File: src/rtl/histogram_zone_ratio_macros.svh
// ---------------------------------------------------------------------------
// histogram_zone_ratio assertion macros
// shared property wrappers for the histogram zone ratio block
// ---------------------------------------------------------------------------
`ifndef HISTOGRAM_ZONE_RATIO_MACROS_SVH
`define HISTOGRAM_ZONE_RATIO_MACROS_SVH

`ifndef SYNTH

`define HZR_ASSERT_IMP(label, clk, rst, ante, cons) \
   label: assert property (@(posedge clk) disable iff (rst) (ante) |-> (cons)) \
      else $error("hzr assertion failed");

`define HZR_ASSERT_NXT(label, clk, rst, ante, cons) \
   label: assert property (@(posedge clk) disable iff (rst) (ante) |=> (cons)) \
      else $error("hzr assertion failed");

`else

`define HZR_ASSERT_IMP(label, clk, rst, ante, cons)

`define HZR_ASSERT_NXT(label, clk, rst, ante, cons)

`endif

`endif

File: src/rtl/hzr_pkg.sv
`timescale 1ns / 1ps
// ---------------------------------------------------------------------------
// hzr_pkg
// widths, constants and controller/datapath interface types
// ---------------------------------------------------------------------------
package hzr_pkg;

   localparam int TIME_W  = 24;
   localparam int COUNT_W = 16;
   localparam int ZONE_W  = 23;
   localparam int ACC_W   = 28;
   localparam int RATIO_W = 17;
   localparam int FRAC_W  = 16;

   localparam int REG_IDX_W = 1;
   localparam logic [REG_IDX_W-1:0] REG_WIDE_ZONE   = 1'd0;
   localparam logic [REG_IDX_W-1:0] REG_NARROW_ZONE = 1'd1;

   localparam logic [ZONE_W-1:0]  WIDE_ZONE_RESET   = 23'd15000;
   localparam logic [ZONE_W-1:0]  NARROW_ZONE_RESET = 23'd2000;
   localparam logic [RATIO_W-1:0] RATIO_ONE         = 17'h10000;

   localparam int COUNT_BITS_DEFAULT = 16;

   localparam int DIV_STEPS  = FRAC_W;
   localparam int STEP_CNT_W = $clog2(DIV_STEPS);

   localparam int IN_DATA_W  = ((TIME_W + COUNT_W + 7) / 8) * 8;
   localparam int OUT_USED_W = 5 * ACC_W + RATIO_W;
   localparam int OUT_DATA_W = ((OUT_USED_W + 7) / 8) * 8;

   typedef struct packed {
      logic acc_en;
      logic prep;
      logic check;
      logic div_step;
   } hzr_cmd_type;

   typedef struct packed {
      logic wide_zero;
      logic narrow_ge;
   } hzr_status_type;

endpackage

File: src/rtl/hzr_ctrl.sv
`timescale 1ns / 1ps
`include "histogram_zone_ratio_macros.svh"
// ---------------------------------------------------------------------------
// hzr_ctrl
// sequencer: bin accumulation, ratio divide steps and result handshake
// ---------------------------------------------------------------------------
module hzr_ctrl (
   input  logic                    clock,
   input  logic                    reset,
   input  logic                    req_tvalid,
   output logic                    req_tready,
   input  logic                    req_tlast,
   output logic                    rsp_tvalid,
   input  logic                    rsp_tready,
   input  hzr_pkg::hzr_status_type status,
   output hzr_pkg::hzr_cmd_type    cmd
);
   import hzr_pkg::*;

   typedef enum logic [2:0] {
      ST_ACC,
      ST_PREP,
      ST_CHECK,
      ST_DIV,
      ST_DONE
   } state_type;

   state_type               state_ff, state_in;
   logic [STEP_CNT_W-1:0]   cnt_ff, cnt_in;
   logic                    rsp_valid_ff, rsp_valid_in;
   logic                    accept;

   assign req_tready = (state_ff == ST_ACC) || ((state_ff == ST_DONE) && rsp_tready);
   assign accept     = req_tvalid && req_tready;
   assign rsp_tvalid = rsp_valid_ff;

   assign cmd.acc_en   = accept;
   assign cmd.prep     = (state_ff == ST_PREP);
   assign cmd.check    = (state_ff == ST_CHECK);
   assign cmd.div_step = (state_ff == ST_DIV);

   always_comb begin
      state_in     = state_ff;
      cnt_in       = cnt_ff;
      rsp_valid_in = rsp_valid_ff;
      case (state_ff)
         ST_ACC: begin
            if (accept && req_tlast) begin
               state_in = ST_PREP;
            end
         end
         ST_PREP: begin
            state_in = ST_CHECK;
         end
         ST_CHECK: begin
            cnt_in = STEP_CNT_W'(DIV_STEPS - 1);
            if (status.wide_zero || status.narrow_ge) begin
               state_in     = ST_DONE;
               rsp_valid_in = 1'b1;
            end else begin
               state_in = ST_DIV;
            end
         end
         ST_DIV: begin
            cnt_in = cnt_ff - 1'b1;
            if (cnt_ff == '0) begin
               state_in     = ST_DONE;
               rsp_valid_in = 1'b1;
            end
         end
         ST_DONE: begin
            if (rsp_tready) begin
               rsp_valid_in = 1'b0;
               state_in     = (accept && req_tlast) ? ST_PREP : ST_ACC;
            end
         end
         default: begin
            state_in     = ST_ACC;
            rsp_valid_in = 1'b0;
         end
      endcase
   end

   always_ff @(posedge clock) begin
      if (reset) begin
         state_ff     <= ST_ACC;
         cnt_ff       <= '0;
         rsp_valid_ff <= 1'b0;
      end else begin
         state_ff     <= state_in;
         cnt_ff       <= cnt_in;
         rsp_valid_ff <= rsp_valid_in;
      end
   end

   `HZR_ASSERT_NXT(a_last_starts_prep, clock, reset, accept && req_tlast, state_ff == ST_PREP)
   `HZR_ASSERT_NXT(a_div_ends_done, clock, reset, (state_ff == ST_DIV) && (cnt_ff == '0), rsp_tvalid)
   `HZR_ASSERT_IMP(a_busy_no_ready, clock, reset, (state_ff != ST_ACC) && (state_ff != ST_DONE), !req_tready)

endmodule

File: src/rtl/hzr_dp.sv
`timescale 1ns / 1ps
`include "histogram_zone_ratio_macros.svh"
// ---------------------------------------------------------------------------
// hzr_dp
// zone registers, saturating accumulators, result snapshot and divider
// ---------------------------------------------------------------------------
module hzr_dp #(
   parameter int COUNT_BITS = hzr_pkg::COUNT_BITS_DEFAULT
) (
   input  logic                           clock,
   input  logic                           reset,
   input  hzr_pkg::hzr_cmd_type           cmd,
   input  logic                           csr_we,
   input  logic [hzr_pkg::REG_IDX_W-1:0]  csr_addr,
   input  logic [hzr_pkg::ZONE_W-1:0]     csr_wdata,
   input  logic signed [hzr_pkg::TIME_W-1:0] bin_time,
   input  logic [hzr_pkg::COUNT_W-1:0]    bin_count,
   input  logic                           is_last,
   output logic [hzr_pkg::ACC_W-1:0]      neg_wide_sum,
   output logic [hzr_pkg::ACC_W-1:0]      pos_wide_sum,
   output logic [hzr_pkg::ACC_W-1:0]      neg_narrow_sum,
   output logic [hzr_pkg::ACC_W-1:0]      pos_narrow_sum,
   output logic [hzr_pkg::ACC_W-1:0]      total_sum,
   output logic [hzr_pkg::RATIO_W-1:0]    narrow_ratio,
   output logic                           no_wide_events,
   output hzr_pkg::hzr_status_type        status
);
   import hzr_pkg::*;

   localparam logic [COUNT_W-1:0] CountMask =
      (COUNT_BITS >= COUNT_W) ? {COUNT_W{1'b1}} : COUNT_W'((1 << COUNT_BITS) - 1);
   localparam int SumW = ACC_W + 1;
   localparam int RemW = ACC_W + 2;
   localparam int LimW = ZONE_W + 2;

   logic [ZONE_W-1:0]  wide_zone_ff, narrow_zone_ff;
   logic [ACC_W-1:0]   acc_nw_ff, acc_pw_ff, acc_nn_ff, acc_pn_ff, acc_tot_ff;
   logic [ACC_W-1:0]   acc_nw_in, acc_pw_in, acc_nn_in, acc_pn_in, acc_tot_in;
   logic [ACC_W-1:0]   snap_nw_ff, snap_pw_ff, snap_nn_ff, snap_pn_ff, snap_tot_ff;
   logic [SumW-1:0]    wide_ff;
   logic [RemW-1:0]    rem_ff, rem_in;
   logic [RATIO_W-1:0] quo_ff, quo_in;
   logic               none_ff;

   logic [COUNT_W-1:0]      cnt;
   logic signed [LimW-1:0]  t_ext, wide_lim, narrow_lim;
   logic                    t_nonpos, t_nonneg;
   logic                    hit_nw, hit_pw, hit_nn, hit_pn;
   logic [RemW-1:0]         rem_sh, rem_sub;

   function automatic logic [ACC_W-1:0] sat_add(input logic [ACC_W-1:0] acc,
                                                input logic [COUNT_W-1:0] val,
                                                input logic en);
      logic [SumW-1:0] s;
      s = {1'b0, acc} + SumW'(val);
      if (!en) begin
         return acc;
      end
      return s[ACC_W] ? {ACC_W{1'b1}} : s[ACC_W-1:0];
   endfunction

   assign cnt        = bin_count & CountMask;
   assign t_ext      = LimW'(bin_time);
   assign wide_lim   = $signed({2'b00, wide_zone_ff});
   assign narrow_lim = $signed({2'b00, narrow_zone_ff});
   assign t_nonpos   = bin_time[TIME_W-1] || (bin_time == '0);
   assign t_nonneg   = !bin_time[TIME_W-1];

   assign hit_nw = t_nonpos && (t_ext >= -wide_lim);
   assign hit_pw = t_nonneg && (t_ext <= wide_lim);
   assign hit_nn = t_nonpos && (t_ext >= -narrow_lim);
   assign hit_pn = t_nonneg && (t_ext <= narrow_lim);

   assign acc_tot_in = sat_add(acc_tot_ff, cnt, 1'b1);
   assign acc_nw_in  = sat_add(acc_nw_ff, cnt, hit_nw);
   assign acc_pw_in  = sat_add(acc_pw_ff, cnt, hit_pw);
   assign acc_nn_in  = sat_add(acc_nn_ff, cnt, hit_nn);
   assign acc_pn_in  = sat_add(acc_pn_ff, cnt, hit_pn);

   // restoring divide, one quotient bit per step
   assign rem_sh  = {rem_ff[RemW-2:0], 1'b0};
   assign rem_sub = rem_sh - RemW'(wide_ff);

   always_comb begin
      rem_in = rem_ff;
      quo_in = quo_ff;
      if (rem_sh >= RemW'(wide_ff)) begin
         rem_in = rem_sub;
         quo_in = {quo_ff[RATIO_W-2:0], 1'b1};
      end else begin
         rem_in = rem_sh;
         quo_in = {quo_ff[RATIO_W-2:0], 1'b0};
      end
   end

   assign status.wide_zero = (wide_ff == '0);
   assign status.narrow_ge = (rem_ff >= RemW'(wide_ff));

   always_ff @(posedge clock) begin
      if (reset) begin
         wide_zone_ff   <= WIDE_ZONE_RESET;
         narrow_zone_ff <= NARROW_ZONE_RESET;
      end else if (csr_we) begin
         case (csr_addr)
            REG_WIDE_ZONE:   wide_zone_ff   <= csr_wdata;
            REG_NARROW_ZONE: narrow_zone_ff <= csr_wdata;
            default: ;
         endcase
      end
   end

   always_ff @(posedge clock) begin
      if (reset) begin
         acc_nw_ff  <= '0;
         acc_pw_ff  <= '0;
         acc_nn_ff  <= '0;
         acc_pn_ff  <= '0;
         acc_tot_ff <= '0;
      end else if (cmd.acc_en) begin
         if (is_last) begin
            acc_nw_ff  <= '0;
            acc_pw_ff  <= '0;
            acc_nn_ff  <= '0;
            acc_pn_ff  <= '0;
            acc_tot_ff <= '0;
         end else begin
            acc_nw_ff  <= acc_nw_in;
            acc_pw_ff  <= acc_pw_in;
            acc_nn_ff  <= acc_nn_in;
            acc_pn_ff  <= acc_pn_in;
            acc_tot_ff <= acc_tot_in;
         end
      end
   end

   always_ff @(posedge clock) begin
      if (cmd.acc_en && is_last) begin
         snap_nw_ff  <= acc_nw_in;
         snap_pw_ff  <= acc_pw_in;
         snap_nn_ff  <= acc_nn_in;
         snap_pn_ff  <= acc_pn_in;
         snap_tot_ff <= acc_tot_in;
      end
      if (cmd.prep) begin
         wide_ff <= {1'b0, snap_nw_ff} + SumW'(snap_pw_ff);
         rem_ff  <= RemW'({1'b0, snap_nn_ff} + SumW'(snap_pn_ff));
      end else if (cmd.div_step) begin
         rem_ff <= rem_in;
      end
   end

   always_ff @(posedge clock) begin
      if (reset) begin
         quo_ff  <= '0;
         none_ff <= 1'b0;
      end else if (cmd.check) begin
         none_ff <= status.wide_zero;
         quo_ff  <= (!status.wide_zero && status.narrow_ge) ? RATIO_ONE : '0;
      end else if (cmd.div_step) begin
         quo_ff <= quo_in;
      end
   end

   assign neg_wide_sum   = snap_nw_ff;
   assign pos_wide_sum   = snap_pw_ff;
   assign neg_narrow_sum = snap_nn_ff;
   assign pos_narrow_sum = snap_pn_ff;
   assign total_sum      = snap_tot_ff;
   assign narrow_ratio   = quo_ff;
   assign no_wide_events = none_ff;

   `HZR_ASSERT_IMP(a_nw_le_total, clock, reset, 1'b1, acc_nw_ff <= acc_tot_ff)
   `HZR_ASSERT_IMP(a_pn_le_total, clock, reset, 1'b1, acc_pn_ff <= acc_tot_ff)
   `HZR_ASSERT_IMP(a_ratio_sat, clock, reset, 1'b1, quo_ff <= RATIO_ONE)

endmodule

File: src/rtl/histogram_zone_ratio.sv
`timescale 1ns / 1ps
// ---------------------------------------------------------------------------
// histogram_zone_ratio
// zone sums and narrow/wide ratio over a streamed histogram
// ---------------------------------------------------------------------------
// One bin is taken per clock while a histogram streams in. After the bin
// marked last, input stalls while the ratio is formed: the zone halves are
// added, a check looks for an empty wide zone or a saturating ratio, then
// the restoring divider forms the 16 fraction bits of the quotient, one bit
// per step, unless that check finishes early. The result then waits in the
// output register; the next histogram may start in the cycle the result is
// taken. The user must write the zone registers only while no bin is
// pending; the block itself does not enforce this.
// ---------------------------------------------------------------------------
module histogram_zone_ratio #(
   parameter int COUNT_BITS = hzr_pkg::COUNT_BITS_DEFAULT
) (
   input  logic                              clock,
   input  logic                              reset,
   input  logic                              req_tvalid,
   output logic                              req_tready,
   input  logic [hzr_pkg::IN_DATA_W-1:0]     req_tdata,  // bin_time, bin_count
   input  logic                              req_tlast,
   output logic                              rsp_tvalid,
   input  logic                              rsp_tready,
   // neg_wide_sum, pos_wide_sum, neg_narrow_sum, pos_narrow_sum, total_sum,
   // narrow_ratio, zero pad
   output logic [hzr_pkg::OUT_DATA_W-1:0]    rsp_tdata,
   output logic                              rsp_tuser,  // no_wide_events
   input  logic                              csr_we,
   input  logic [hzr_pkg::REG_IDX_W-1:0]     csr_addr,
   input  logic [hzr_pkg::ZONE_W-1:0]        csr_wdata
);
   import hzr_pkg::*;

   localparam int OutPadW = OUT_DATA_W - OUT_USED_W;

   hzr_cmd_type    cmd;
   hzr_status_type status;

   logic signed [TIME_W-1:0] bin_time;
   logic [COUNT_W-1:0]       bin_count;
   logic [ACC_W-1:0]         neg_wide_sum, pos_wide_sum, neg_narrow_sum;
   logic [ACC_W-1:0]         pos_narrow_sum, total_sum;
   logic [RATIO_W-1:0]       narrow_ratio;

   assign bin_time  = $signed(req_tdata[TIME_W-1:0]);
   assign bin_count = req_tdata[TIME_W+COUNT_W-1:TIME_W];

   hzr_ctrl u_ctrl (
      .clock      (clock),
      .reset      (reset),
      .req_tvalid (req_tvalid),
      .req_tready (req_tready),
      .req_tlast  (req_tlast),
      .rsp_tvalid (rsp_tvalid),
      .rsp_tready (rsp_tready),
      .status     (status),
      .cmd        (cmd)
   );

   hzr_dp #(
      .COUNT_BITS (COUNT_BITS)
   ) u_dp (
      .clock          (clock),
      .reset          (reset),
      .cmd            (cmd),
      .csr_we         (csr_we),
      .csr_addr       (csr_addr),
      .csr_wdata      (csr_wdata),
      .bin_time       (bin_time),
      .bin_count      (bin_count),
      .is_last        (req_tlast),
      .neg_wide_sum   (neg_wide_sum),
      .pos_wide_sum   (pos_wide_sum),
      .neg_narrow_sum (neg_narrow_sum),
      .pos_narrow_sum (pos_narrow_sum),
      .total_sum      (total_sum),
      .narrow_ratio   (narrow_ratio),
      .no_wide_events (rsp_tuser),
      .status         (status)
   );

   assign rsp_tdata = {{OutPadW{1'b0}}, narrow_ratio, total_sum, pos_narrow_sum,
                       neg_narrow_sum, pos_wide_sum, neg_wide_sum};

endmodule
File: config.mk
export PLATFORM = sky130hd
export DESIGN_NAME = histogram_zone_ratio
export DESIGN_NICKNAME = d
export VERILOG_FILES = /design/src/rtl/hzr_pkg.sv /design/src/rtl/hzr_ctrl.sv /design/src/rtl/hzr_dp.sv /design/src/rtl/histogram_zone_ratio.sv
export VERILOG_INCLUDE_DIRS = /design/src /design/src/rtl
export SDC_FILE = /design/constraint.sdc
export NUM_CORES = 1
export LEC_CHECK = 0
export ABC_AREA = 1
export ABC_CLOCK_PERIOD_IN_PS = 12540
export BUFFER_PORTS_ARGS = -buffer_cell sky130_fd_sc_hd__buf_4
export CAP_MARGIN = 20
export CORE_MARGIN = 3
export CORE_UTILIZATION = 60
export CTS_CLUSTER_SIZE = 28
export DETAILED_ROUTE_END_ITERATION = 8
export GPL_TIMING_DRIVEN = 0
export PLACE_DENSITY = 0.88
export SYNTH_ARGS = -nofsm -noshare
export SYNTH_HDL_FRONTEND = slang
export SYNTH_SLANG_ARGS = --single-unit
File: constraint.sdc
create_clock -name clock -period 12.54 [get_ports clock]
set_input_delay 1.881 -clock clock [delete_from_list [all_inputs] [get_ports clock]]
set_output_delay 1.881 -clock clock [all_outputs]
set_load 0.02 [all_outputs]
# --- Word-level counts from Yosys, hierarchy flattened ---
# Index checks and enable logic that the tools add are counted.
totals:
  input_bits: 70
  regBits: 411
  word_cells: 102
  out_inout_bits: 163
op_classes:
  order_cmp: 6
  reduce_logical: 24
  n_bitwise: 2
  n_eq_ne: 8
  add_sub_neg: 11
  muxes: 32
ops:
  columns: ["op", "n"]
  rows:
  - ["two-way mux 28 bit", 14]
  - ["adder 28 x 16 -> 29 bit", 5]
  - ["two-way mux 30 bit", 3]
  - [">= comparator 30 x 29 -> 1 bit", 2]
  - ["adder 28 x 28 -> 29 bit", 2]
  - ["two-way mux 17 bit", 3]
  - [">= comparator 24 x 25 -> 1 bit", 2]
  - ["negation 23 -> 25 bit", 2]
  - ["less-or-equal comparator 24 bit", 2]
  - ["subtractor 30 x 29 -> 30 bit", 1]
  - ["logical NOT 29 bit", 1]
  - ["logical NOT 24 bit", 1]
  - ["case mux 3 bit (5 select lines)", 1]
  - ["two-way mux 3 bit", 4]
  - ["logical AND 1 bit", 8]
  - ["case mux 4 bit (2 select lines)", 1]
  - ["== test 3 x 2 -> 1 bit, second input constant", 2]
  - ["two-way mux 1 bit", 5]
  - ["logical NOT 4 bit", 1]
  - ["inequality test 2 x 1 -> 1 bit, second input constant", 2]
  - ["inequality test 2 bit, second input constant", 2]
  - ["case mux 1 bit (4 select lines)", 1]
  - ["AND reduction 2 bit", 2]
  - ["AND reduction 4 bit", 1]
  - ["other kinds (10)", 15]

# --- Depth between registers and ports, before layout ---
depth:
  ltp_word: 8
  depth_mapped: 27
  mapped_depth_nobuf: 26

# --- Hierarchy ---
# Synthesis repeated with hierarchy kept, for this count alone.
unflattened:
  cells_unflattened: 4744
  area_unflattened_um2: 32876.5
modules_own_cells:
  columns: ["mod", "cells_per_inst", "seq_area_each_um2", "area_per_inst_um2", "n_inst"]
  rows:
  - ["hzr_dp", 4675, 10059.6, 32376.1, 1]
  - ["hzr_ctrl", 65, 160.2, 474.2, 1]
  - ["histogram_zone_ratio", 4, 0.0, 26.3, 1]

# --- Worst setup path before layout ---
# OpenSTA, ideal clock, no wires.
synth_timing:
  path_type: "input to register"
  startpoint: "input port rsp_tready"
  endpoint: "register u_ctrl.state_ff[0]"
  n_path_buf: 0
  t_arrival_ns: 9.096
  cell_stages: 8
  path_slack_ns: 3.374
  path_cell_list: "inv_1 a21oi_2 nand2_1 nor2_1 o311ai_0 inv_1 nand2_1 a21oi_1"
synth_via:
  elab_chain_cells: 7
  word_cells_on_any_way: 10
synth_rtl:
  columns: ["element", "line_no", "source"]
  rows:
  - ["start, declared", "histogram_zone_ratio.sv:25", "input logic rsp_tready,"]
  - ["logical AND 1 bit (*)", "hzr_ctrl.sv:33", "assign req_tready = (state_ff == ST_ACC) || ((state_ff == ST_DONE) && rsp_tready);"]
  - ["logical OR 1 bit (*)", "hzr_ctrl.sv:33", null]
  - ["net req_tready", "histogram_zone_ratio.sv:21", "output logic req_tready,"]
  - ["logical AND 1 bit (*)", "hzr_ctrl.sv:34", "assign accept = req_tvalid && req_tready;"]
  - ["logical AND 1 bit (*)", "hzr_ctrl.sv:48, hzr_ctrl.sv:74", null]
  - ["two-way mux 1 bit", "hzr_ctrl.sv:74", "state_in = (accept && req_tlast) ? ST_PREP : ST_ACC;"]
  - ["two-way mux 3 bit", "hzr_ctrl.sv:72", "if (rsp_tready) begin"]
  - ["case mux 3 bit (5 select lines)", "hzr_ctrl.sv:46", "case (state_ff)"]
  - ["end signal, assigned", "hzr_ctrl.sv:90", "state_ff <= state_in;"]
  - ["end, declared", "hzr_ctrl.sv:28", "state_type state_ff, state_in;"]
# The timed path passes the listed nets; every way through them passes the cells marked *. The select of a mux whose other input is x is not followed.
# A chain may end at the register's enable or synchronous reset.

# --- Worst setup path in the final report ---
layout_timing:
  startpoint: "input port rsp_tready"
  endpoint: "output port req_tready"
layout_via:
  elab_chain_cells: 2
layout_rtl:
  columns: ["element", "line_no"]
  rows:
  - ["logical AND 1 bit", "hzr_ctrl.sv:33"]
  - ["logical OR 1 bit", "hzr_ctrl.sv:33"]
  - ["end, declared", "histogram_zone_ratio.sv:21"]
# Every way passes these cells.

==> impl_metrics.toml <==
[drt]
routed_wl_mm = 108
first_pass_drt_iterations = 8
route.detailed.drc = 0
detailroute.via_count = 33600
drt-vias-per-instance = 5.82
routedWlPerCell_um = 18.7
antenna_violating_nets_post_route = 0
drt_iter0_drc = 3360

[timing]
slew_headroom_pct = 18.8
worst_clock_skew_ps = 25.2
setup_total_negative_slack_ps = 0
finalCritPeriodShare_pct = 34.1
finalHoldViolations = 0
setup_viol_count_final = 0
period_minus_slack_ps = 4280
slew_viol_final = 0
tightest_slew_ps = 1220
grt_setup_unrepaired = "false"
max_freq_mhz = 234

[global_routing]
overflow = 0
grt_pass1_vias = 31200
global_route_wire_length_before_repair_mm = 166
globalRouteTotalUtil_pct = 36.6
grt_start_max_net_pins = 39
initial_antenna_violation_count = 1

[power]
share_comb_of_total_power_pct = 41.5
leakage_nw = 17.5
power_per_cell_area_nw_per_um2 = 150
internal_power_mw = 3.27
power_frac_seq_pct = 33.1
power_frac_clock_pct = 25.4
p_switching_mw = 2.30
p_sw_share_pct = 41.3
worst_ir_drop_vdd_mv = 0.115

[finish]
design.final.nets = 5410
layout-area-overhead-vs-synth_pct = 12.9
post_route_cells_drive_above_1_share_pct = 8.94
final_cells = 5777
final_cell_mix = "1465 x nand2_1, 602 x inv_1, 402 x a21oi_1"
layout.cells.most_common = "nand2_1"
area.sequential_um2 = 10200
multi_input_combinational_cell_area_um2 = 19700
finalCoreUtilization_pct = 68.7
fillers = 4614

[floorplanning]
fp.dieArea_um2 = 57500
placeableCoreArea_um2 = 53900
floorplan.initialDensity_pct = 60.8
dieHeight_um = 240
io_pins = 233
core.rowCount = 85
die_width_um = 240

[placed_design]
port_buffers = 228
place.gp.congestion = 1.03
dp_hpwl_mm = 86.2
placed_cells = 5689

[logic_synthesis]
post_synthesis_instance_area_um2 = 32800
synth_edf_count = 199
yosysUniqueCellTypes = 62
synth_ff_type = "dfxtp_1"
synth_seq_area_share_pct = 31.2
synthesis.yosys.warnings = 0
syn-mean-instance-area_um2 = 6.89
async_flop_share_pct = 0
ys_seq_elements = 411
postSynthCellCount = 4759

[critical_path]
critPathArrivalTime_ps = 2400
path_max_fanout = 2
crit-reg2reg-capture = "u_dp.acc_nn_ff[11]$_SDFFE_PP0P_"
path_depth = 4
regToRegSetupSlack_ps = 8350
critical-path-max-stage-delay_ps = 200
capturing_element_type_of_the_critical_path = "primary output"
worst-r2r-cell-count = 24
critical_path.cell_chain = "buf_4, inv_1, a21oi_2, buf_4"
crit_family = "buffers and inverters"
critical-path-top-cell-by-count = "buf_4"
critical_path.reg2reg.startpoint = "u_dp.narrow_zone_ff[0]$_SDFFE_PP0P_"
req_time_crit_path_ps = 10660
worst-setup-path-type = "in -> out"
worstPathBufferInverterCount = 3
slowest_stage = "a21oi_2"
critPathLaunchType = "input port"

[clocking]
tritoncts = "yes"
cts.clk_slew.worst_paths_ps = 60
htreeDepth = 2
hold_buffers = 0
count_of_cells_resized_by_post_cts_repair = 0
cts.sink_count = 411
postCtsSetupRepairBufs = 0
worst_skew_pair.late_latency_ps = 600
cts_root_buffer = "clkbuf_16"
cts-root-to-sink-buffers = 3
cts-buffers-inserted = 46

[hold_path]
min_from = "u_dp.acc_tot_ff[0]$_SDFFE_PP0P_"
min-delay-path-class = "reg -> reg"
holdPathEnd = "u_dp.acc_tot_ff[0]$_SDFFE_PP0P_"
min_path_cells = 2

[flow_run]
max_cap_viol_count = 0

[run_status]
result_of_the_run = "complete, no violations"
-- power groups by stage --
stage                     sequential [mW]  clock, mW  combinational [mW]
final                                1.84       1.41                2.31
after global routing                 1.85       1.46                2.55
after CTS                            1.83       1.41                2.26
after detailed placement             1.86          0                2.24
after global placement               1.88          0                2.18
after floorplan                      1.87          0                1.51
-- state kept, by name, indices dropped and copies added (netlist names), 3 cells and up --
| register | cells |
|---|---|
| u_dp.rem_ff | 30 |
| u_dp.wide_ff | 29 |
| u_dp.acc_nn_ff | 28 |
| u_dp.acc_nw_ff | 28 |
| u_dp.acc_pn_ff | 28 |
| u_dp.acc_pw_ff | 28 |
| u_dp.acc_tot_ff | 28 |
| u_dp.neg_narrow_sum | 28 |
| u_dp.neg_wide_sum | 28 |
| u_dp.pos_narrow_sum | 28 |
| u_dp.pos_wide_sum | 28 |
| u_dp.total_sum | 28 |
| u_dp.narrow_zone_ff | 23 |
| u_dp.wide_zone_ff | 23 |
| u_dp.narrow_ratio | 17 |
| u_ctrl.cnt_ff | 4 |
| u_ctrl.state_ff | 3 |
-- cell type report --
type	count	area share (%)
Clock inverter	27	0.750
Clock buffer	58	3.40
Antenna cell	3	0.0203
Timing Repair Buffer	232	4.84
Buffer	113	1.71
Sequential cell	411	27.6
Tap cell	696	2.35
Multi-Input combinational cell	3630	53.2
Inverter	607	6.15
-- worst register-to-register path, cell delays in order (launching register included) --
cell and delay, ps:
dfxtp_1 320, inv_1 110, ha_1 200, nand2_1 100
nor4_2 280, nand2_1 150, nor2_1 220, nand4_1 290
nor2_1 270, nand3_1 150, xor2_1 170, ha_1 290
nand2_1 80, nor3_2 230, nand2_1 100, nor2_1 90
nand2_1 100, nand3_2 120, nand2_2 70, nand3_4 180
buf_6 180, nand2_1 60, nand2_1 100, nand2_1 60
a21oi_1 180
-- cell usage after synthesis (34+ instances only) --
cell type     n  area, um2
clkbuf_1     56        210
nor3_1       55        275
o21ai_0     181        906
edfxtp_1    199       5980
nand3_1     352       1760
nand2_1    1465       5500
inv_1       602       2260
nand4_1      94        588
xor2_1       99        867
ha_1        291       3640
nor2_1      327       1230
a21oi_1     402       2010
dfxtp_1     212       4240
xnor2_1      40        350
o211ai_1     34        255
-- per-stage QoR --
stage | setup WS [ps] | hold slack (ps) | total power [mW] | instance area, um2
floorplan | 3370 | 449 | 3.38 | 32800
global placement | 507 | 457 | 4.07 | 35400
detailed placement | 7860 | 463 | 4.10 | 35500
CTS | 8270 | 472 | 5.51 | 37000
global route | 7920 | 483 | 5.86 | 37000
finish | 8260 | 469 | 5.57 | 37000
-- cells by family after synthesis --
kind of cell / count (synthesis) / share of synthesized area (%)
AO/OA/AOI/OAI: 729 / 12.3
adder cells (fa/ha/maj): 299 / 11.6
flip-flops: 411 / 31.2
XOR/XNOR: 139 / 3.71
AND/OR/NAND/NOR: 2460 / 32.3
other: 1 / 0.0114
buffers and inverters: 720 / 8.87
-- routing by layer --
layer / part of all wire [%] / global-route usage, % / vias to the layer above
met5: 0 / 0 / -
met4: 5.4 / 17.8 / 0
met3: 11 / 6.71 / 342
met2: 45 / 59.4 / 1736
met1: 39 / 47.3 / 15300
li1: - / - / 16300
-- how the worst max path moves through the flow --
stage,from,to
final,rsp_tready,req_tready
after global routing,u_dp.narrow_zone_ff[0]$_SDFFE_PP0P_,u_dp.acc_nn_ff[11]$_SDFFE_PP0P_
after floorplan,rsp_tready,u_ctrl.state_ff[0]$_SDFFE_PP0P_
after CTS,rsp_tready,req_tready
after detailed placement,req_tdata[25],u_dp.pos_narrow_sum[6]$_DFFE_PP_
after global placement,rsp_tready,u_ctrl.state_ff[0]$_SDFFE_PP0P_
Power figures use the tool's default switching activity.
